File: config.mk
export PLATFORM = sky130hd
export DESIGN_NAME = gne_walker
export DESIGN_NICKNAME = d
export VERILOG_FILES = /design/src/rtl/gne_pkg.sv /design/src/rtl/gne_walker.sv
export SDC_FILE = /design/constraint.sdc
export NUM_CORES = 1
export LEC_CHECK = 0
export BUFFER_PORTS_ARGS = -buffer_cell sky130_fd_sc_hd__buf_2
export CORE_UTILIZATION = 53
export DETAILED_ROUTE_END_ITERATION = 10
export GPL_TIMING_DRIVEN = 0
export PLACE_DENSITY = 0.95
export SETUP_SLACK_MARGIN = 0.02
export SLEW_MARGIN = 20
export SYNTH_ARGS = -nofsm -noshare
export SYNTH_HDL_FRONTEND = slang
export SYNTH_SLANG_ARGS = --single-unit
File: constraint.sdc
create_clock -name clk -period 7.07 [get_ports clk]
set_input_delay 1.414 -clock clk [delete_from_list [all_inputs] [get_ports clk]]
set_output_delay 1.414 -clock clk [all_outputs]
set_load 0.02 [all_outputs]
File: src/rtl/gne_pkg.sv
package gne_pkg;

    // Block parameters.
    localparam int MAX_DIMS   = 3;
    localparam int MAX_WINDOW = 4;
    localparam int GRID_BITS  = 10;

    // Fixed field and register widths.
    localparam int NUM_AXES    = 3;
    localparam int COORD_W     = 16;
    localparam int DIMS_W      = 2;
    localparam int SIZE_REG_W  = 11;
    localparam int HW_W        = 9;
    localparam int CFG_DATA_W  = 11;
    localparam int CFG_INDEX_W = 3;
    localparam int CNT_W       = 24;
    localparam int SNUM_W      = 25;
    localparam int VIDX_W      = 31;
    localparam int DSQ_W       = 18;
    localparam int FRAC_W      = 16;

    // Derived internal widths.
    localparam int SIZE_W    = GRID_BITS + 1;
    localparam int POS_W     = GRID_BITS;
    localparam int H16_W     = HW_W + 8;
    localparam int HSQ_W     = 2 * H16_W;
    localparam int M_W       = H16_W;
    localparam int LOC_W     = COORD_W + GRID_BITS + 2;
    localparam int DIFF_W    = LOC_W + 1;
    localparam int BND_W     = DIFF_W - FRAC_W;
    localparam int DIST_W    = 2 * M_W + 2;
    localparam int STRIDE2_W = 2 * GRID_BITS + 1;
    localparam int IP1_W     = POS_W + SIZE_W;
    localparam int IP2_W     = POS_W + STRIDE2_W;

    // Register indexes.
    localparam logic [CFG_INDEX_W-1:0] REG_DIMS_USED        = CFG_INDEX_W'(0);
    localparam logic [CFG_INDEX_W-1:0] REG_SIZE_X           = CFG_INDEX_W'(1);
    localparam logic [CFG_INDEX_W-1:0] REG_SIZE_Y           = CFG_INDEX_W'(2);
    localparam logic [CFG_INDEX_W-1:0] REG_SIZE_Z           = CFG_INDEX_W'(3);
    localparam logic [CFG_INDEX_W-1:0] REG_KERNEL_HALFWIDTH = CFG_INDEX_W'(4);

    // Register reset values.
    localparam logic [DIMS_W-1:0]     DIMS_RESET = DIMS_W'(3);
    localparam logic [SIZE_REG_W-1:0] SIZE_RESET = SIZE_REG_W'(256);
    localparam logic [HW_W-1:0]       HW_RESET   = HW_W'(256);

    typedef struct packed {
        logic signed [COORD_W-1:0] coord_x;
        logic signed [COORD_W-1:0] coord_y;
        logic signed [COORD_W-1:0] coord_z;
    } sample_t;

    typedef struct packed {
        logic [SNUM_W-1:0] sample_number;
        logic [VIDX_W-1:0] voxel_index;
        logic [DSQ_W-1:0]  distance_sq;
        logic              last;
    } entry_t;

    // Configuration as seen by the datapath.
    typedef struct packed {
        logic [NUM_AXES-1:0]             active;
        logic [NUM_AXES-1:0][SIZE_W-1:0] size;
        logic [H16_W-1:0]                h16;
        logic [HSQ_W-1:0]                hsq;
        logic [STRIDE2_W-1:0]            stride2;
    } cfg_t;

    // Clamped kernel window of one sample.
    typedef struct packed {
        logic [SNUM_W-1:0]              snum;
        logic                           empty;
        logic [NUM_AXES-1:0][LOC_W-1:0] loc;
        logic [NUM_AXES-1:0][POS_W-1:0] lo;
        logic [NUM_AXES-1:0][POS_W-1:0] hi;
    } window_t;

    // One voxel of a window.
    typedef struct packed {
        logic [SNUM_W-1:0]              snum;
        logic [NUM_AXES-1:0][LOC_W-1:0] loc;
        logic [NUM_AXES-1:0][POS_W-1:0] pos;
        logic                           last_voxel;
    } cand_t;

    // Evaluated voxel.
    typedef struct packed {
        entry_t entry;
        logic   in_support;
        logic   last_voxel;
    } result_t;

endpackage

File: src/rtl/gne_walker.sv
module gne_walker
    import gne_pkg::*;
(
    input  logic    clk,
    input  logic    rst_n,
    input  logic    win_valid,
    output logic    win_ready,
    input  window_t win,
    output logic    cand_valid,
    input  logic    cand_ready,
    output cand_t   cand
);

    logic                           busy_reg;
    window_t                        cur_reg;
    logic [NUM_AXES-1:0][POS_W-1:0] pos_reg;
    logic [NUM_AXES-1:0][POS_W-1:0] pos_next;
    logic [NUM_AXES-1:0]            at_hi;
    logic                           last_voxel;

    always_comb
    begin
        for (int a = 0; a < NUM_AXES; a++)
        begin
            at_hi[a] = (pos_reg[a] == cur_reg.hi[a]);
        end
    end

    assign last_voxel = &at_hi;
    assign win_ready  = !busy_reg || (cand_ready && last_voxel);

    // Odometer step: first axis fastest, wrapping to the lower bound.
    always_comb
    begin
        logic carry;
        carry    = 1'b1;
        pos_next = pos_reg;
        for (int a = 0; a < NUM_AXES; a++)
        begin
            if (carry)
            begin
                if (at_hi[a])
                begin
                    pos_next[a] = cur_reg.lo[a];
                end
                else
                begin
                    pos_next[a] = pos_reg[a] + 1'b1;
                    carry       = 1'b0;
                end
            end
        end
    end

    always_ff @(posedge clk or negedge rst_n)
    begin
        if (!rst_n)
        begin
            busy_reg <= 1'b0;
        end
        else if (win_ready)
        begin
            busy_reg <= win_valid && !win.empty;
        end
    end

    always_ff @(posedge clk)
    begin
        if (win_ready && win_valid)
        begin
            cur_reg <= win;
            pos_reg <= win.lo;
        end
        else if (busy_reg && cand_ready)
        begin
            pos_reg <= pos_next;
        end
    end

    assign cand_valid      = busy_reg;
    assign cand.snum       = cur_reg.snum;
    assign cand.loc        = cur_reg.loc;
    assign cand.pos        = pos_reg;
    assign cand.last_voxel = last_voxel;

`ifndef SYNTHESIS
    a_in_window: assert property (@(posedge clk) disable iff (!rst_n)
        busy_reg |-> (pos_reg[0] >= cur_reg.lo[0] && pos_reg[0] <= cur_reg.hi[0]
                   && pos_reg[1] >= cur_reg.lo[1] && pos_reg[1] <= cur_reg.hi[1]
                   && pos_reg[2] >= cur_reg.lo[2] && pos_reg[2] <= cur_reg.hi[2]))
        else $error("walker position left its window");

    a_start: assert property (@(posedge clk) disable iff (!rst_n)
        (win_valid && win_ready && !win.empty) |=> busy_reg)
        else $error("non-empty window taken but walk not started");
`endif

endmodule

==> results.cfg <==
[sta]
hold_violations = 0
fin_worst_skew_ns = 0.0101
rsz0062_at_grt = no
final.setup.tns_ns = 0
worst_slew_pin_slew_ns = 0.983
period_share_pct = 63.6
finalSetupViolCount = 0
min_period_ns = 4.50
finalMaxSlewViolations = 0
relSlewSlack_pct = 34.0
timing.fmax_mhz = 222

[clocking]
numCtsBuffers = 17
clock_latency_ns = 0.43
ctsHtreeMaxLevel = 4
clk_path_buf_depth = 2
cts.sinks = 200
post_cts_buffers = 0
root_buffer = clkbuf_16
clkTransAtPathRegs_ns = 0.07
cts_tree = done
ctsHoldBuffers = 0
post_cts_resized = 0

[setup_path]
crit_path_max_fanout = 10
r2r_cells = 7
required_ns = 5.66
rr_startpoint = cand[1]
worst-r2r-setup-slack_ns = 3.26
cp-end-kind = primary output
worstSetupPathType = register to primary output
r2r_end = cand[29]
crit_arrival_ns = 3.08
crit_path_start_kind = register

[detailed_routing]
drtIter0Drc = 267
dr_total_vias = 5144
drc = 0
ant_nets = 0
routed_wl_um = 18600
first_pass_iters = 4
viasPerCell = 4.83
routedWlPerCell_um = 17.4

[synthesis]
yosys-top-cells-area = edfxtp_1 (70%), buf_4 (9.7%), mux2_4 (5.1%)
ys_ff_latch = 200
synth.avg_cell_area_sq_um = 17.2
synth_area_sq_mm = 0.00853
synth_edf_count = 199
synth.most_common_cell = edfxtp_1
yosysSeqAreaShare_pct = 70.3
synth_top_flop_cell = edfxtp_1
synth_simple_gate_area_share_pct = 3.23
syn_nets = 674
yosysUniqueCellTypes = 28
synth_area_leader_cell = edfxtp_1
synth-xor-area-share_pct = 5.54
muxShareOfSynthArea_pct = 9.14
synth_fa_ha_area_share_pct = 0.440
synth_top_area_share_pct = 70.0
synth_top_family_by_area = buffers and inverters
synth_common_cells = edfxtp_1 (199), buf_4 (110), xor2_1 (31), mux2_4 (29), mux2_2 (27)
synth_compound_area_share_pct = 0.601
synthCells = 497
synthArstFlopShare_pct = 0.500
yosys_warnings = 0

[die]
start_util_pct = 54.1
io_pins = 316
rows = 46
die_w_um = 129
dieArea_sq_mm = 0.0166
die_y_um = 129
core_area_sq_mm = 0.0158

[grt]
grt_antenna_before_repair = 3
grt_pass1_wl_um = 26700
grt_max_degree = 105
gr-total-overflow = 0
grt_usage_pct = 22.2
grt_pass1_vias = 4977

[power]
leakagePower_uw = 0.00468
power_density_mw_per_mm2 = 224
ir_worst_vdd_mv = 0.154
power_frac_comb_pct = 4.1
p_sw_uw = 481
intPower_uw = 2000
swShare_pct = 19.4
sequentialPowerShare_pct = 53.1
clockPowerShare_pct = 42.9

[cells_and_area]
nets = 1010
drive_above_1_share_pct = 61.8
seqCellArea_sq_mm = 0.00600
layout.cells.non_filler = 1066
syn_to_final_growth_pct = 29.8
multi_input_area_sq_mm = 0.00162
fillers = 1061
largest_reg_flops = 139

[hold_path]
hold_path_startpoint = cand_valid
hold_depth = 2
min_path_type = register to register
min_to = cand_valid

[job]
maxCapViolCount = 0

[placement]
place.gp.congestion = 0.763
dp_cells = 1030
post-dp-hpwl_um = 13900
port-buffer-count = 315

[outcome]
status = complete, no violations
-- area by class of cell --
cell class | instances | area share (%)
inverters | 8 | 0.271
flip-flops and latches | 200 | 54.2
well taps | 216 | 2.44
clock inverters | 14 | 1.98
multi-input cells | 171 | 14.6
clock buffers | 18 | 3.88
repair buffers | 317 | 14.6
diodes | 4 | 0.0904
plain buffers | 118 | 8.01
-- placed cells by master, fill, tap and decap left out, drive strengths merged --
master    instances
and3              3
and4              2
buf             434
bufinv            5
clkbuf           19
clkinv            4
clkinvlp          1
dfrtp             1
diode             4
edfxtp          199
ha                3
inv              12
mux2             56
mux2i             4
nand2             8
nand2b            1
nand3            11
nand4             9
nor2              5
nor3              2
nor4              7
o21ai             3
o41ai             2
or2               1
xnor2            23
xor2             31
-- logic make-up after synthesis --
| family | count (synthesis) |
|---|---|
| fa+ha+maj | 3 |
| xor+xnor | 54 |
| simple gates | 49 |
| flops | 200 |
| buf+inv | 126 |
| mux | 60 |
| compound gates | 5 |
-- stage by stage --
step | hold WS, ns | worst slack, ns | total power [uW] | area (sq um) | utilization (%)
2_1_floorplan | 0.648 | 3.31 | 1380 | 8530 | -
3_3_place_gp | 0.615 | 3.05 | 1440 | 10400 | 65.8
3_5_place_dp | 0.624 | 3.10 | 1440 | 10400 | 66.1
4_1_cts | 0.677 | 2.55 | 2500 | 11100 | 70.2
5_1_grt | 0.697 | 2.45 | 2550 | 11100 | 70.2
6_report | 0.670 | 2.57 | 2480 | 11100 | 70.2
-- per-layer routing --
metal | track usage [%] | share of wire [%]
met5 | 0 | 0
met1 | 24.5 | 37
met2 | 41.2 | 55
met4 | 8.37 | 1.7
met3 | 5.32 | 6.6
-- power by group through the flow --
stage / combinational (uW) / clock (uW) / sequential (uW)
floorplan: 32.7 / 0 / 1350
global placement: 95.5 / 0 / 1340
detailed placement: 101 / 0 / 1340
CTS: 102 / 1080 / 1320
global route: 109 / 1120 / 1320
finish: 101 / 1060 / 1320
-- critical path: stages (launching register included) --
cell,delay [ns]
edfxtp_1,0.48
xor2_1,0.19
nor4_1,0.45
nand4_1,0.37
clkbuf_1,0.40
o41ai_1,0.50
buf_2,0.26
-- how the worst max path moves through the flow --
| stage | startpoint | end | slack (ns) | depth (start not counted) |
|---|---|---|---|---|
| 2_1_floorplan | cand[11] | win_ready | 3.31 | 5 |
| 3_3_place_gp | cand[1] | cand[26] | 3.05 | 6 |
| 3_5_place_dp | cand[1] | win_ready | 3.10 | 6 |
| 4_1_cts | cand[1] | win_ready | 2.55 | 6 |
| 5_1_grt | cand[28] | win_ready | 2.45 | 6 |
| 6_report | cand[28] | win_ready | 2.57 | 6 |
Power figures use the tool's default switching activity.
