==> config.mk <==
export PLATFORM = sky130hd
export DESIGN_NAME = gne_voxel
export DESIGN_NICKNAME = d
export VERILOG_FILES = /design/src/rtl/gne_pkg.sv /design/src/rtl/gne_voxel.sv
export SDC_FILE = /design/constraint.sdc
export NUM_CORES = 2
export LEC_CHECK = 0
export CORE_UTILIZATION = 45
export DETAILED_ROUTE_END_ITERATION = 12
export DONT_BUFFER_PORTS = 1
export PLACE_DENSITY_LB_ADDON = 0.3
export SYNTH_ARGS = -nofsm -noshare
export SYNTH_HDL_FRONTEND = slang
export SYNTH_SLANG_ARGS = --single-unit
==> constraint.sdc <==
create_clock -name clk -period 7 [get_ports clk]
set_clock_uncertainty 0.15 [all_clocks]
set_input_delay 0.7 -clock clk [delete_from_list [all_inputs] [get_ports clk]]
set_output_delay 0.7 -clock clk [all_outputs]
set_load 0.005 [all_outputs]
==> src/rtl/gne_pkg.sv <==
package gne_pkg;

    // Block parameters.
    localparam int MAX_DIMS   = 3;
    localparam int MAX_WINDOW = 4;
    localparam int GRID_BITS  = 10;

    // Fixed field and register widths.
    localparam int NUM_AXES    = 3;
    localparam int COORD_W     = 16;
    localparam int DIMS_W      = 2;
    localparam int SIZE_REG_W  = 11;
    localparam int HW_W        = 9;
    localparam int CFG_DATA_W  = 11;
    localparam int CFG_INDEX_W = 3;
    localparam int CNT_W       = 24;
    localparam int SNUM_W      = 25;
    localparam int VIDX_W      = 31;
    localparam int DSQ_W       = 18;
    localparam int FRAC_W      = 16;

    // Derived internal widths.
    localparam int SIZE_W    = GRID_BITS + 1;
    localparam int POS_W     = GRID_BITS;
    localparam int H16_W     = HW_W + 8;
    localparam int HSQ_W     = 2 * H16_W;
    localparam int M_W       = H16_W;
    localparam int LOC_W     = COORD_W + GRID_BITS + 2;
    localparam int DIFF_W    = LOC_W + 1;
    localparam int BND_W     = DIFF_W - FRAC_W;
    localparam int DIST_W    = 2 * M_W + 2;
    localparam int STRIDE2_W = 2 * GRID_BITS + 1;
    localparam int IP1_W     = POS_W + SIZE_W;
    localparam int IP2_W     = POS_W + STRIDE2_W;

    // Register indexes.
    localparam logic [CFG_INDEX_W-1:0] REG_DIMS_USED        = CFG_INDEX_W'(0);
    localparam logic [CFG_INDEX_W-1:0] REG_SIZE_X           = CFG_INDEX_W'(1);
    localparam logic [CFG_INDEX_W-1:0] REG_SIZE_Y           = CFG_INDEX_W'(2);
    localparam logic [CFG_INDEX_W-1:0] REG_SIZE_Z           = CFG_INDEX_W'(3);
    localparam logic [CFG_INDEX_W-1:0] REG_KERNEL_HALFWIDTH = CFG_INDEX_W'(4);

    // Register reset values.
    localparam logic [DIMS_W-1:0]     DIMS_RESET = DIMS_W'(3);
    localparam logic [SIZE_REG_W-1:0] SIZE_RESET = SIZE_REG_W'(256);
    localparam logic [HW_W-1:0]       HW_RESET   = HW_W'(256);

    typedef struct packed {
        logic signed [COORD_W-1:0] coord_x;
        logic signed [COORD_W-1:0] coord_y;
        logic signed [COORD_W-1:0] coord_z;
    } sample_t;

    typedef struct packed {
        logic [SNUM_W-1:0] sample_number;
        logic [VIDX_W-1:0] voxel_index;
        logic [DSQ_W-1:0]  distance_sq;
        logic              last;
    } entry_t;

    // Configuration as seen by the datapath.
    typedef struct packed {
        logic [NUM_AXES-1:0]             active;
        logic [NUM_AXES-1:0][SIZE_W-1:0] size;
        logic [H16_W-1:0]                h16;
        logic [HSQ_W-1:0]                hsq;
        logic [STRIDE2_W-1:0]            stride2;
    } cfg_t;

    // Clamped kernel window of one sample.
    typedef struct packed {
        logic [SNUM_W-1:0]              snum;
        logic                           empty;
        logic [NUM_AXES-1:0][LOC_W-1:0] loc;
        logic [NUM_AXES-1:0][POS_W-1:0] lo;
        logic [NUM_AXES-1:0][POS_W-1:0] hi;
    } window_t;

    // One voxel of a window.
    typedef struct packed {
        logic [SNUM_W-1:0]              snum;
        logic [NUM_AXES-1:0][LOC_W-1:0] loc;
        logic [NUM_AXES-1:0][POS_W-1:0] pos;
        logic                           last_voxel;
    } cand_t;

    // Evaluated voxel.
    typedef struct packed {
        entry_t entry;
        logic   in_support;
        logic   last_voxel;
    } result_t;

endpackage

==> src/rtl/gne_voxel.sv <==
module gne_voxel
    import gne_pkg::*;
(
    input  logic    clk,
    input  logic    rst_n,
    input  cfg_t    cfg,
    input  logic    cand_valid,
    output logic    cand_ready,
    input  cand_t   cand,
    output logic    res_valid,
    input  logic    res_ready,
    output result_t res
);

    localparam logic [DIST_W-1:0] HALF_LSB = DIST_W'(1 << (FRAC_W - 1));

    logic v1_valid_reg;
    logic v2_valid_reg;
    logic v3_valid_reg;
    logic v1_ready;
    logic v2_ready;
    logic v3_ready;

    logic signed [DIFF_W-1:0] diff [NUM_AXES];
    logic [NUM_AXES-1:0][M_W-1:0]   mag_next;
    logic [NUM_AXES-1:0][M_W-1:0]   mag_reg;
    logic [IP1_W-1:0]               ip1_reg;
    logic [IP2_W-1:0]               ip2_reg;
    logic [POS_W-1:0]               x_reg;
    logic [SNUM_W-1:0]              v1_snum_reg;
    logic                           v1_last_reg;

    logic [NUM_AXES-1:0][HSQ_W-1:0] sq_reg;
    logic [VIDX_W-1:0]              vidx_reg;
    logic [SNUM_W-1:0]              v2_snum_reg;
    logic                           v2_last_reg;

    logic [DIST_W-1:0]              dist_sum;
    logic [DIST_W-1:0]              dist_rnd;
    result_t                        res_next;
    result_t                        res_reg;

    assign v3_ready   = !v3_valid_reg || res_ready;
    assign v2_ready   = !v2_valid_reg || v3_ready;
    assign v1_ready   = !v1_valid_reg || v2_ready;
    assign cand_ready = v1_ready;

    // Offset from the sample on each axis; it never exceeds the half width.
    always_comb
    begin
        for (int a = 0; a < NUM_AXES; a++)
        begin
            diff[a] = $signed(DIFF_W'({cand.pos[a], FRAC_W'(0)}))
                    - DIFF_W'($signed(cand.loc[a]));
            mag_next[a] = diff[a][DIFF_W-1] ? M_W'(-diff[a]) : M_W'(diff[a]);
        end
    end

    always_comb
    begin
        dist_sum = DIST_W'(sq_reg[0]) + DIST_W'(sq_reg[1]) + DIST_W'(sq_reg[2]);
        dist_rnd = dist_sum + HALF_LSB;
        res_next.entry.sample_number = v2_snum_reg;
        res_next.entry.voxel_index   = vidx_reg;
        res_next.entry.distance_sq   = dist_rnd[FRAC_W+DSQ_W-1:FRAC_W];
        res_next.entry.last          = 1'b0;
        res_next.in_support          = (dist_sum <= DIST_W'(cfg.hsq));
        res_next.last_voxel          = v2_last_reg;
    end

    always_ff @(posedge clk or negedge rst_n)
    begin
        if (!rst_n)
        begin
            v1_valid_reg <= 1'b0;
            v2_valid_reg <= 1'b0;
            v3_valid_reg <= 1'b0;
        end
        else
        begin
            if (v1_ready)
            begin
                v1_valid_reg <= cand_valid;
            end
            if (v2_ready)
            begin
                v2_valid_reg <= v1_valid_reg;
            end
            if (v3_ready)
            begin
                v3_valid_reg <= v2_valid_reg;
            end
        end
    end

    always_ff @(posedge clk)
    begin
        if (cand_valid && v1_ready)
        begin
            mag_reg     <= mag_next;
            ip1_reg     <= cand.pos[1] * cfg.size[0];
            ip2_reg     <= cand.pos[2] * cfg.stride2;
            x_reg       <= cand.pos[0];
            v1_snum_reg <= cand.snum;
            v1_last_reg <= cand.last_voxel;
        end
        if (v1_valid_reg && v2_ready)
        begin
            for (int a = 0; a < NUM_AXES; a++)
            begin
                sq_reg[a] <= mag_reg[a] * mag_reg[a];
            end
            vidx_reg    <= VIDX_W'(1) + VIDX_W'(x_reg) + VIDX_W'(ip1_reg) + VIDX_W'(ip2_reg);
            v2_snum_reg <= v1_snum_reg;
            v2_last_reg <= v1_last_reg;
        end
        if (v2_valid_reg && v3_ready)
        begin
            res_reg <= res_next;
        end
    end

    assign res_valid = v3_valid_reg;
    assign res       = res_reg;

endmodule

==> impl_metrics.json <==
{
  "maxSlewHeadroom_pct": 33.2,
  "grt_overflow_total": 0,
  "postSynthCellCount": 5397,
  "layout-drive-gt1-share_pct": 4.50,
  "worst_pin_slew_ns": 1.00,
  "fp.dieH_um": 347,
  "worstSetupPathType": "register to register",
  "placedCellCount": 6900,
  "first_pass_iters": 5,
  "num_vias": 35700,
  "final_area_sq_um": 57900,
  "reg2reg_depth": 22,
  "yosysUniqueCellTypes": 78,
  "grt.total_usage_pct": 19.5,
  "seq_area_frac_synth_pct": 21.0,
  "timing.rr.end": "sq_reg[67]",
  "start_util_pct": 45.3,
  "ioPinCount": 331,
  "mostFrequentLayoutCell": "inv_1",
  "synth_top_area_share_pct": 31.2,
  "cts_buffer_depth": 3,
  "layout.nets": 7136,
  "area_growth_pct": 8.37,
  "antenna_left": 0,
  "die_w_um": 347,
  "grt_pass1_wl_mm": 189,
  "required_ns": 7.19,
  "worstSkewPairLatency_ns": 0.65,
  "placed_area_sq_um": 55600,
  "rrSetupSlack_ns": 0.20,
  "end_kind": "register",
  "layout.cells.most_common_list": "1273 x inv_1, 834 x fa_1, 582 x ha_1, 537 x nand2_1, 371 x edfxtp_1",
  "final_max_slew_viol_count": 0,
  "synthTopCellsByArea": "fa_1 31%, edfxtp_1 21%, ha_1 14%",
  "core_area_sq_um": 118000,
  "arrival_ns": 6.99,
  "tritoncts.num_buffers": 48,
  "wirelength_mm": 114,
  "antennaDiodeCount": 0,
  "grt_pass1_vias": 37400,
  "hold_viol": 0,
  "die-area_sq_um": 120000,
  "status": "finished, final reports clean",
  "avgSynthCellArea_sq_um": 9.90,
  "yosys_warnings": 0,
  "synth_seq_cells": 374,
  "worstHoldPathCells": 0,
  "grt_max_degree": 130,
  "htreeDepth": 2,
  "synth_area_leader_cell": "fa_1",
  "fillCellCount": 10900,
  "min_from": "cand[87]",
  "r2r-start": "mag_reg[29]",
  "syn-cell-area_sq_um": 53400,
  "cts_tree": "done",
  "dp_hpwl_mm": 95.5,
  "setup_viol": 0,
  "vias_per_cell": 5.06,
  "synth_edf_count": 371,
  "final_cells": 7042,
  "worstHoldEndpoint": "mag_reg[34]",
  "routabilityCongestion": 0.886,
  "io_buffers": 0,
  "drt-initial-drc-count": 1643,
  "maxCapViolations": 0,
  "synthArstFlopShare_pct": 0.802,
  "path_clk_slew_ns": 0.05,
  "ys.flop_type": "edfxtp_1",
  "fmax_mhz": 147,
  "root_buffer": "clkbuf_16",
  "min_path_type": "primary input to register",
  "fin_crit_sh_pct": 97.2,
  "rows": 126,
  "wl_per_cell_um": 16.2,
  "fin_crit_ns": 6.80,
  "largest_reg_flops": 99,
  "drcViolationCount": 0,
  "clock-sinks": 374,
  "antenna_found_initial": 0,
  "start_kind": "register",
  "cp_max_fo": 12
}
routing by layer:
layer	share of wire (%)	routed length [um]	track usage [%]	vias up
met5	0	0	0	-
met4	2.5	2900	5.30	0
met3	5.0	5680	2.99	139
met2	51	57800	34.9	666
met1	42	47800	24.5	17800
li1	-	-	-	17000
per-stage QoR:
step                      hold slack [ns]  setup WS (ns)  utilization, %  setup TNS, ns
after floorplan                     0.250          0.380               -              0
after global placement              0.250          0.153            47.2              0
after detailed placement            0.255          0.124            47.2              0
after CTS                          0.0208          0.102            49.0              0
after global routing               0.0337        -0.0567            49.1        -0.0755
final                              0.0570          0.199            49.1              0
synth_stat cells, types with 4 or more instances:
cell       instances
a31o_2             7
nor4_1            14
nand4_1           27
nor2b_1           43
or3_1             20
a21boi_0           8
o31ai_1           13
and3_1            22
nand2b_1          33
fa_1             834
o21a_1            27
a21o_1            92
o21ai_1            4
nor3_1            60
xnor2_1          248
ha_1             582
o211ai_1           8
nand3_1           49
o211a_1            4
mux2i_1            5
xor2_1            68
o21bai_1          31
inv_1           1273
and2_1           325
a21oi_1          159
nand2_1          542
and4_1             7
a31oi_1           13
edfxtp_1         371
a211oi_1           9
a221oi_1           7
o31a_1             5
a41o_1             4
or2_2             11
o22ai_1            8
o2111ai_1          8
o21ai_0          105
clkbuf_1         132
a211o_1            5
nor2_1           141
a2111oi_0          6
nand3b_1           5
critical path: stages (launching register included):
cell      delay [ns]
edfxtp_1        0.54
buf_4           0.27
nand2_1         0.13
fa_1            0.55
fa_1            0.44
fa_1            0.54
inv_1           0.06
fa_1            0.49
fa_1            0.49
inv_1           0.05
fa_1            0.47
inv_1           0.04
ha_1            0.33
a21o_1          0.18
a21oi_1         0.16
o21ai_1         0.11
or3_1           0.36
o21ai_2         0.20
a21oi_1         0.12
or3_1           0.40
a31o_2          0.25
a21oi_2         0.14
xnor2_1         0.07
layout make-up:
class                           count  area (sq um)  area share (%)
Clock buffer                       56          1240            2.14
Clock inverter                     32           450           0.778
Inverter                         1273          4780            8.25
Multi-Input combinational cell   3613         37000            63.9
Sequential cell                   374         11200            19.4
Tap cell                         1536          1920            3.32
Timing Repair Buffer              158          1320            2.27
worst max path at each step:
stage                     start    endpoint  slack [ns]  cells past startpoint
detailed placement   mag_reg[4]  sq_reg[32]        0.12                     23
finish              mag_reg[29]  sq_reg[67]        0.20                     22
global placement     mag_reg[4]  sq_reg[33]        0.15                     22
CTS                  mag_reg[4]  sq_reg[32]        0.10                     23
floorplan           mag_reg[24]  sq_reg[67]        0.38                     25
global route        mag_reg[24]  sq_reg[67]       -0.06                     25
logic make-up (layout without fill, tap and decap cells):
logic type,count (synthesis),in the layout,synth area share [%]
adder cells (fa/ha/maj),1416,1416,44.9
buffers and inverters,1411,1519,9.92
multiplexers,8,8,0.157
other,1,2,0.00702
AND/OR/NAND/NOR,1313,1313,12.0
XOR/XNOR,316,316,5.18
AO/OA/AOI/OAI,558,558,6.83
flip-flops,374,374,21.0
timing repair:
action,CTS,global route
resized for setup,0,22
setup endpoints to repair,0,6
hold endpoints to repair,42,0
buffers inserted,0,14
hold buffers,40,0
Power is not shown: default switching activity piles up to over one toggle a cycle in this logic, so the estimate is an artifact.
