<file path="src/rtl/gne_pkg.sv">
package gne_pkg;

    // Block parameters.
    localparam int MAX_DIMS   = 3;
    localparam int MAX_WINDOW = 4;
    localparam int GRID_BITS  = 10;

    // Fixed field and register widths.
    localparam int NUM_AXES    = 3;
    localparam int COORD_W     = 16;
    localparam int DIMS_W      = 2;
    localparam int SIZE_REG_W  = 11;
    localparam int HW_W        = 9;
    localparam int CFG_DATA_W  = 11;
    localparam int CFG_INDEX_W = 3;
    localparam int CNT_W       = 24;
    localparam int SNUM_W      = 25;
    localparam int VIDX_W      = 31;
    localparam int DSQ_W       = 18;
    localparam int FRAC_W      = 16;

    // Derived internal widths.
    localparam int SIZE_W    = GRID_BITS + 1;
    localparam int POS_W     = GRID_BITS;
    localparam int H16_W     = HW_W + 8;
    localparam int HSQ_W     = 2 * H16_W;
    localparam int M_W       = H16_W;
    localparam int LOC_W     = COORD_W + GRID_BITS + 2;
    localparam int DIFF_W    = LOC_W + 1;
    localparam int BND_W     = DIFF_W - FRAC_W;
    localparam int DIST_W    = 2 * M_W + 2;
    localparam int STRIDE2_W = 2 * GRID_BITS + 1;
    localparam int IP1_W     = POS_W + SIZE_W;
    localparam int IP2_W     = POS_W + STRIDE2_W;

    // Register indexes.
    localparam logic [CFG_INDEX_W-1:0] REG_DIMS_USED        = CFG_INDEX_W'(0);
    localparam logic [CFG_INDEX_W-1:0] REG_SIZE_X           = CFG_INDEX_W'(1);
    localparam logic [CFG_INDEX_W-1:0] REG_SIZE_Y           = CFG_INDEX_W'(2);
    localparam logic [CFG_INDEX_W-1:0] REG_SIZE_Z           = CFG_INDEX_W'(3);
    localparam logic [CFG_INDEX_W-1:0] REG_KERNEL_HALFWIDTH = CFG_INDEX_W'(4);

    // Register reset values.
    localparam logic [DIMS_W-1:0]     DIMS_RESET = DIMS_W'(3);
    localparam logic [SIZE_REG_W-1:0] SIZE_RESET = SIZE_REG_W'(256);
    localparam logic [HW_W-1:0]       HW_RESET   = HW_W'(256);

    typedef struct packed {
        logic signed [COORD_W-1:0] coord_x;
        logic signed [COORD_W-1:0] coord_y;
        logic signed [COORD_W-1:0] coord_z;
    } sample_t;

    typedef struct packed {
        logic [SNUM_W-1:0] sample_number;
        logic [VIDX_W-1:0] voxel_index;
        logic [DSQ_W-1:0]  distance_sq;
        logic              last;
    } entry_t;

    // Configuration as seen by the datapath.
    typedef struct packed {
        logic [NUM_AXES-1:0]             active;
        logic [NUM_AXES-1:0][SIZE_W-1:0] size;
        logic [H16_W-1:0]                h16;
        logic [HSQ_W-1:0]                hsq;
        logic [STRIDE2_W-1:0]            stride2;
    } cfg_t;

    // Clamped kernel window of one sample.
    typedef struct packed {
        logic [SNUM_W-1:0]              snum;
        logic                           empty;
        logic [NUM_AXES-1:0][LOC_W-1:0] loc;
        logic [NUM_AXES-1:0][POS_W-1:0] lo;
        logic [NUM_AXES-1:0][POS_W-1:0] hi;
    } window_t;

    // One voxel of a window.
    typedef struct packed {
        logic [SNUM_W-1:0]              snum;
        logic [NUM_AXES-1:0][LOC_W-1:0] loc;
        logic [NUM_AXES-1:0][POS_W-1:0] pos;
        logic                           last_voxel;
    } cand_t;

    // Evaluated voxel.
    typedef struct packed {
        entry_t entry;
        logic   in_support;
        logic   last_voxel;
    } result_t;

endpackage

</file>
<file path="src/rtl/gne_setup.sv">
module gne_setup
    import gne_pkg::*;
(
    input  logic    clk,
    input  logic    rst_n,
    input  cfg_t    cfg,
    input  logic    sample_valid,
    output logic    sample_ready,
    input  sample_t sample,
    output logic    win_valid,
    input  logic    win_ready,
    output window_t win
);

    localparam logic signed [DIFF_W-1:0] ROUND_UP = DIFF_W'((1 << FRAC_W) - 1);
    localparam logic signed [BND_W-1:0]  WIN_SPAN = BND_W'(MAX_WINDOW - 1);
    localparam logic signed [BND_W-1:0]  ONE_BND  = BND_W'(1);

    logic [CNT_W-1:0] cnt_reg;
    logic s1_valid_reg;
    logic s2_valid_reg;
    logic s3_valid_reg;
    logic s1_ready;
    logic s2_ready;
    logic s3_ready;

    logic signed [COORD_W-1:0] coord [NUM_AXES];
    logic signed [LOC_W-1:0]   prod [NUM_AXES];
    logic [SIZE_W:0]           half [NUM_AXES];
    logic signed [DIFF_W-1:0]  lo_sum [NUM_AXES];
    logic signed [DIFF_W-1:0]  hi_sum [NUM_AXES];
    logic signed [BND_W-1:0]   lo_f [NUM_AXES];
    logic signed [BND_W-1:0]   hi_f [NUM_AXES];
    logic signed [BND_W-1:0]   smax [NUM_AXES];
    logic signed [BND_W-1:0]   cap [NUM_AXES];
    logic signed [BND_W-1:0]   hi2 [NUM_AXES];
    logic [NUM_AXES-1:0]       empty_a;

    logic [NUM_AXES-1:0][LOC_W-1:0] loc_next;
    logic [NUM_AXES-1:0][LOC_W-1:0] s1_loc_reg;
    logic [NUM_AXES-1:0][LOC_W-1:0] s2_loc_reg;
    logic [NUM_AXES-1:0][BND_W-1:0] lo_next;
    logic [NUM_AXES-1:0][BND_W-1:0] hi_next;
    logic [NUM_AXES-1:0][BND_W-1:0] s2_lo_reg;
    logic [NUM_AXES-1:0][BND_W-1:0] s2_hi_reg;
    logic [SNUM_W-1:0]              s1_snum_reg;
    logic [SNUM_W-1:0]              s2_snum_reg;
    window_t                        win_next;
    window_t                        win_reg;

    assign coord[0] = sample.coord_x;
    assign coord[1] = sample.coord_y;
    assign coord[2] = sample.coord_z;

    assign s3_ready     = !s3_valid_reg || win_ready;
    assign s2_ready     = !s2_valid_reg || s3_ready;
    assign s1_ready     = !s1_valid_reg || s2_ready;
    assign sample_ready = s1_ready;

    // Voxel-space position with 16 fraction bits: coord*size*2 + ceil(size/2).
    always_comb
    begin
        for (int a = 0; a < NUM_AXES; a++)
        begin
            prod[a] = coord[a] * $signed({1'b0, cfg.size[a]});
            half[a] = ({1'b0, cfg.size[a]} + 1'b1) >> 1;
            if (cfg.active[a])
            begin
                loc_next[a] = $signed({prod[a][LOC_W-2:0], 1'b0})
                            + $signed({half[a], FRAC_W'(0)});
            end
            else
            begin
                loc_next[a] = '0;
            end
        end
    end

    // Raw window bounds, clamped to the grid edges.
    always_comb
    begin
        for (int a = 0; a < NUM_AXES; a++)
        begin
            lo_sum[a] = DIFF_W'($signed(s1_loc_reg[a])) - $signed(DIFF_W'(cfg.h16)) + ROUND_UP;
            hi_sum[a] = DIFF_W'($signed(s1_loc_reg[a])) + $signed(DIFF_W'(cfg.h16));
            lo_f[a]   = lo_sum[a][DIFF_W-1:FRAC_W];
            hi_f[a]   = hi_sum[a][DIFF_W-1:FRAC_W];
            smax[a]   = $signed(BND_W'(cfg.size[a])) - ONE_BND;
            lo_next[a] = lo_f[a][BND_W-1] ? '0 : lo_f[a];
            hi_next[a] = (hi_f[a] > smax[a]) ? smax[a] : hi_f[a];
        end
    end

    // Window length cap and emptiness.
    always_comb
    begin
        win_next.snum = s2_snum_reg;
        win_next.loc  = s2_loc_reg;
        for (int a = 0; a < NUM_AXES; a++)
        begin
            cap[a] = $signed(s2_lo_reg[a]) + WIN_SPAN;
            hi2[a] = ($signed(s2_hi_reg[a]) > cap[a]) ? cap[a] : $signed(s2_hi_reg[a]);
            empty_a[a] = cfg.active[a] && (hi2[a] < $signed(s2_lo_reg[a]));
            win_next.lo[a] = cfg.active[a] ? s2_lo_reg[a][POS_W-1:0] : '0;
            win_next.hi[a] = cfg.active[a] ? hi2[a][POS_W-1:0] : '0;
        end
        win_next.empty = |empty_a;
    end

    always_ff @(posedge clk or negedge rst_n)
    begin
        if (!rst_n)
        begin
            cnt_reg      <= '0;
            s1_valid_reg <= 1'b0;
            s2_valid_reg <= 1'b0;
            s3_valid_reg <= 1'b0;
        end
        else
        begin
            if (sample_valid && s1_ready)
            begin
                cnt_reg <= cnt_reg + 1'b1;
            end
            if (s1_ready)
            begin
                s1_valid_reg <= sample_valid;
            end
            if (s2_ready)
            begin
                s2_valid_reg <= s1_valid_reg;
            end
            if (s3_ready)
            begin
                s3_valid_reg <= s2_valid_reg;
            end
        end
    end

    always_ff @(posedge clk)
    begin
        if (sample_valid && s1_ready)
        begin
            s1_loc_reg  <= loc_next;
            s1_snum_reg <= {1'b0, cnt_reg} + 1'b1;
        end
        if (s1_valid_reg && s2_ready)
        begin
            s2_loc_reg  <= s1_loc_reg;
            s2_snum_reg <= s1_snum_reg;
            s2_lo_reg   <= lo_next;
            s2_hi_reg   <= hi_next;
        end
        if (s2_valid_reg && s3_ready)
        begin
            win_reg <= win_next;
        end
    end

    assign win_valid = s3_valid_reg;
    assign win       = win_reg;

`ifndef SYNTHESIS
    a_cnt_step: assert property (@(posedge clk) disable iff (!rst_n)
        (sample_valid && sample_ready) |=> (cnt_reg == $past(cnt_reg) + 1'b1))
        else $error("sample counter did not advance on an accepted item");

    a_cnt_hold: assert property (@(posedge clk) disable iff (!rst_n)
        !(sample_valid && sample_ready) |=> $stable(cnt_reg))
        else $error("sample counter moved without an accepted item");
`endif

endmodule

</file>
<file path="config.mk">
export PLATFORM = sky130hd
export DESIGN_NAME = gne_setup
export DESIGN_NICKNAME = d
export VERILOG_FILES = /design/src/rtl/gne_pkg.sv /design/src/rtl/gne_setup.sv
export SDC_FILE = /design/constraint.sdc
export NUM_CORES = 2
export LEC_CHECK = 0
export BUFFER_PORTS_ARGS = -buffer_cell sky130_fd_sc_hd__buf_2
export CAP_MARGIN = 15
export CORE_MARGIN = 2
export CORE_UTILIZATION = 50
export CTS_BUF_LIST = sky130_fd_sc_hd__clkbuf_4
export DETAILED_ROUTE_END_ITERATION = 12
export PLACE_DENSITY_LB_ADDON = 0.2
export SLEW_MARGIN = 0
export SYNTH_ARGS = -nofsm -noshare
export SYNTH_HDL_FRONTEND = slang
export SYNTH_SLANG_ARGS = --single-unit
</file>
<file path="constraint.sdc">
create_clock -name clk -period 6.55 [get_ports clk]
set_input_delay 1.965 -clock clk [delete_from_list [all_inputs] [get_ports clk]]
set_output_delay 1.965 -clock clk [all_outputs]
set_load 0.1 [all_outputs]
</file>
==> key figures <==
CTS
  – Clock sink total: slightly below 500
  – Worst skew pair latency: a little over 0.9 ns
  – Root Buffer: clkbuf_4
  – Clock buffer depth: 3
  – H-Tree Depth: 3
  – Clock transition at path regs: 0.08 ns
  – Num CTS Buffers: ~120
  – CTS tree: done

Worst setup path
  – Crit-path most repeated cell: fa_1
  – Worst EP arrival: around 8.2 ns
  – Cell count along the critical path: 26
  – Family with the most delay on the worst path: adder cells
  – WP buf/inv: 6
  – Crit-path max FO: 4
  – Crit-path max cell delay: about 0.56 ns
  – CP required: 7.19 ns
  – WS Path Type: in2reg
  – Reg2reg path depth: 22
  – Crit-path slowest cell: fa_1
  – Nature of the critical path startpoint: input port
  – CP endpoint kind: flop

Cells and area
  – Most frequent cells in the layout: inv_1, buf_4, ha_1, fa_1, nand2_1
  – Number of flip-flops in the largest register: 167
  – Share of cells above drive strength 1: ~22%
  – Nets: roughly 6.6k
  – Non-filler instance count after layout: roughly 6.8k
  – FILL cells: 7914
  – Area Growth Syn to Fin: 20.7%
  – Most common cell after layout, fill and taps aside: inv_1

Floorplan
  – Initial Utilization: 50.5%
  – Rows: 112
  – Die height: ~310 um
  – Die area: 96600 um^2
  – Core Region: ~93000 um^2
  – Ports: approximately 330
  – Die Wd: ~310 um

Synth
  – Synthesized area per cell: 10.1 um^2
  – Yosys cell types: between 90 and 100
  – EDFF count, synth: around 450
  – Post-synth top flop: edfxtp_1
  – Mapped Area: between 40000 and 50000 um^2
  – Yosys warnings: 0
  – FF+latch count, synth: roughly 480
  – Ys async rst share: under 10%
  – Syn Inst Count: between 4k and 5k
  – Register area share after synthesis: 30.4%

Run status
  – Status: complete, but fails checks
  – Violated checks: setup timing

GRT
  – Antenna violations before repair: 11
  – Overflow after GRT: 0
  – Vias in the first global route: roughly 37k
  – GRT Total Usage: between 20% and 30%
  – Largest net degree at the start of global routing: between 100 and 150
  – First-pass GRT wire length: approximately 190 mm

Detailed routing
  – Pre-antenna DRT Iters: 5
  – DR iter-0 viols: roughly 1.8k
  – Post-route DRC violation count: 0
  – Routed Antenna Nets: 0
  – Vias per cell: around 5.2
  – DR vias: 35.2k
  – Drt wl/cell: 17.2 um
  – Routed wire length: between 100 and 150 mm

Worst hold path
  – Worst Hold Class: reg2reg
  – Hold Path Depth: 0

STA
  – Worst Skew: around 0.11 ns
  – Final setup margin: -0.988 ns
  – RSZ-0062 raised after global routing: true
  – FMAX: 133 MHz
  – Setup Viol. Count Final: 26
  – Final Hold Vio Count: 0
  – Least-Margin Pin Slew: 0.896 ns
  – Slew HR: about two fifths
  – Fin. max-slew vios: 0
  – Tmin final: between 7 and 8 ns
  – Tcrit/Tclk final: 115%

Placed design
  – Placed cell count: roughly 6.5k
  – Detailed Place HPWL: around 95 mm
  – I/O Buffers: around 270
  – RePlAce Congestion: between 0.9 and 1

Job
  – MaxCap Viol Count: 0
[layout make-up]
class	instances	area (um^2)	share of cell area (%)
multi-input combinational	3212	30300	53.2
sequential	481	14300	25.2
timing repair buffer	819	6000	10.6
inverter	807	3040	5.34
tap	1254	1570	2.76
clock buffer	158	1190	2.09
clock inverter	62	465	0.819
antenna	4	10.0	0.0176
[per-layer routing]
layer | share of wire [%] | GRT usage [%]
met5 | 0.042 | 0
met4 | 3.5 | 9.30
met3 | 5.2 | 4.13
met2 | 49 | 42.1
met1 | 43 | 32.1
[worst reg2reg max path, stage by stage (launching register included)]
cell	delay (ns)
edfxtp_1	0.42
inv_1	0.13
nor3_1	0.36
nand3_1	0.15
nor3_1	0.36
nand3_1	0.15
xnor2_1	0.17
ha_1	0.30
and3_1	0.18
nand3_1	0.14
a211oi_1	0.25
o21a_1	0.68
nor2_1	0.08
a21oi_1	0.23
ha_1	0.30
a21o_1	0.16
a21oi_1	0.14
nor2b_1	0.06
a2111oi_0	0.79
nand2_1	0.11
o211ai_1	0.16
o21ai_0	0.35
nand4_1	0.21
[stage by stage]
stage	hold WS [ns]	instance area (um^2)	TNS [ns]	util, %	setup slack (ns)
4_1_cts	0.369	56400	-10.73	60.4	-0.923
3_5_place_dp	0.405	53800	-49.23	57.6	-1.95
2_1_floorplan	0.400	47800	-29.51	-	-1.53
5_1_grt	0.381	56800	-17.24	60.9	-1.13
6_report	0.369	56800	-12.94	60.9	-0.988
3_3_place_gp	0.401	53800	-47.34	57.6	-1.91
[cell usage after synthesis (6+ instances only)]
cell       instances  share of area [%]
dfrtp_1           27                1.4
a21oi_1          152                1.6
or4_1              6              0.096
and3_1            32               0.43
o31a_1            11               0.20
a211oi_1          33               0.53
and4_1             9               0.17
inv_1            807                6.4
nor3_1            68               0.72
a21o_1            77                1.2
o21bai_1          23               0.37
o21ai_1            8              0.085
nor3b_1            6              0.096
fa_1             477                 20
o2111ai_1          7               0.13
buf_1             19               0.15
xor2_1            78                1.5
o221ai_1          11               0.20
mux2i_1           11               0.23
nand2_1          479                3.8
nand3_1           74               0.79
o211ai_1          12               0.19
a2111oi_0          9               0.17
nor4_1            19               0.25
a221oi_1           6               0.11
a31oi_1           21               0.28
nor2b_1           34               0.45
and2_1           257                3.4
nand4_1           34               0.45
nand2b_1          21               0.28
xnor2_1          195                3.6
o31ai_1            8               0.13
o21ai_0           72               0.77
or2_1              7              0.093
clkbuf_1         127                1.0
edfxtp_1         454                 29
nor2_1           255                2.0
or3_1             22               0.29
o21a_1            34               0.54
ha_1             526                 14
a211o_1           16               0.30
[repair_timing]
action | CTS | global route
pin swaps | 61 | 73
gates cloned | 2 | 0
hold buffers | 0 | 0
resized for setup | 137 | 97
buffers inserted | 40 | 12
setup endpoints to repair | 28 | 31
endpoints found under the hold margin | 0 | 0
[worst paths after layout]
check	start	endpoint	slack (ns)
min in group asynchronous	rst_n	s2_valid_reg$_DFFE_PN0P_	1.09
hold reg to reg	s2_loc_reg[20]$_DFFE_PP_	win[80]$_DFFE_PP_	0.37
setup reg to reg	s2_lo_reg[15]$_SDFFCE_PP0P_	win[144]$_DFFE_PP_	0.56
hold / removal	s2_loc_reg[20]$_DFFE_PP_	win[80]$_DFFE_PP_	0.37
setup / recovery	cfg[78]	s1_loc_reg[27]$_SDFFCE_PN0P_	-0.99
max in group asynchronous	rst_n	cnt_reg[0]$_DFFE_PN0P_	5.03
[cells by family (layout without fill, tap and decap cells)]
| logic type | Yosys count | in the layout | share of synthesized area (%) |
|---|---|---|---|
| adders and majority gates | 1003 | 1003 | 34.3 |
| and+or+nand+nor | 1352 | 1352 | 14.0 |
| DFF | 481 | 481 | 30.4 |
| AOI/OAI and AO/OA | 566 | 566 | 8.26 |
| xor gates and xnor gates | 274 | 274 | 5.11 |
| muxes | 14 | 14 | 0.306 |
| buffers and inverters | 961 | 1846 | 7.71 |
| other | 1 | 7 | 0.00796 |
Power is left out: the tool's default activity adds up to more than one toggle a clock period on the data nets, which glitch-free logic cannot reach.
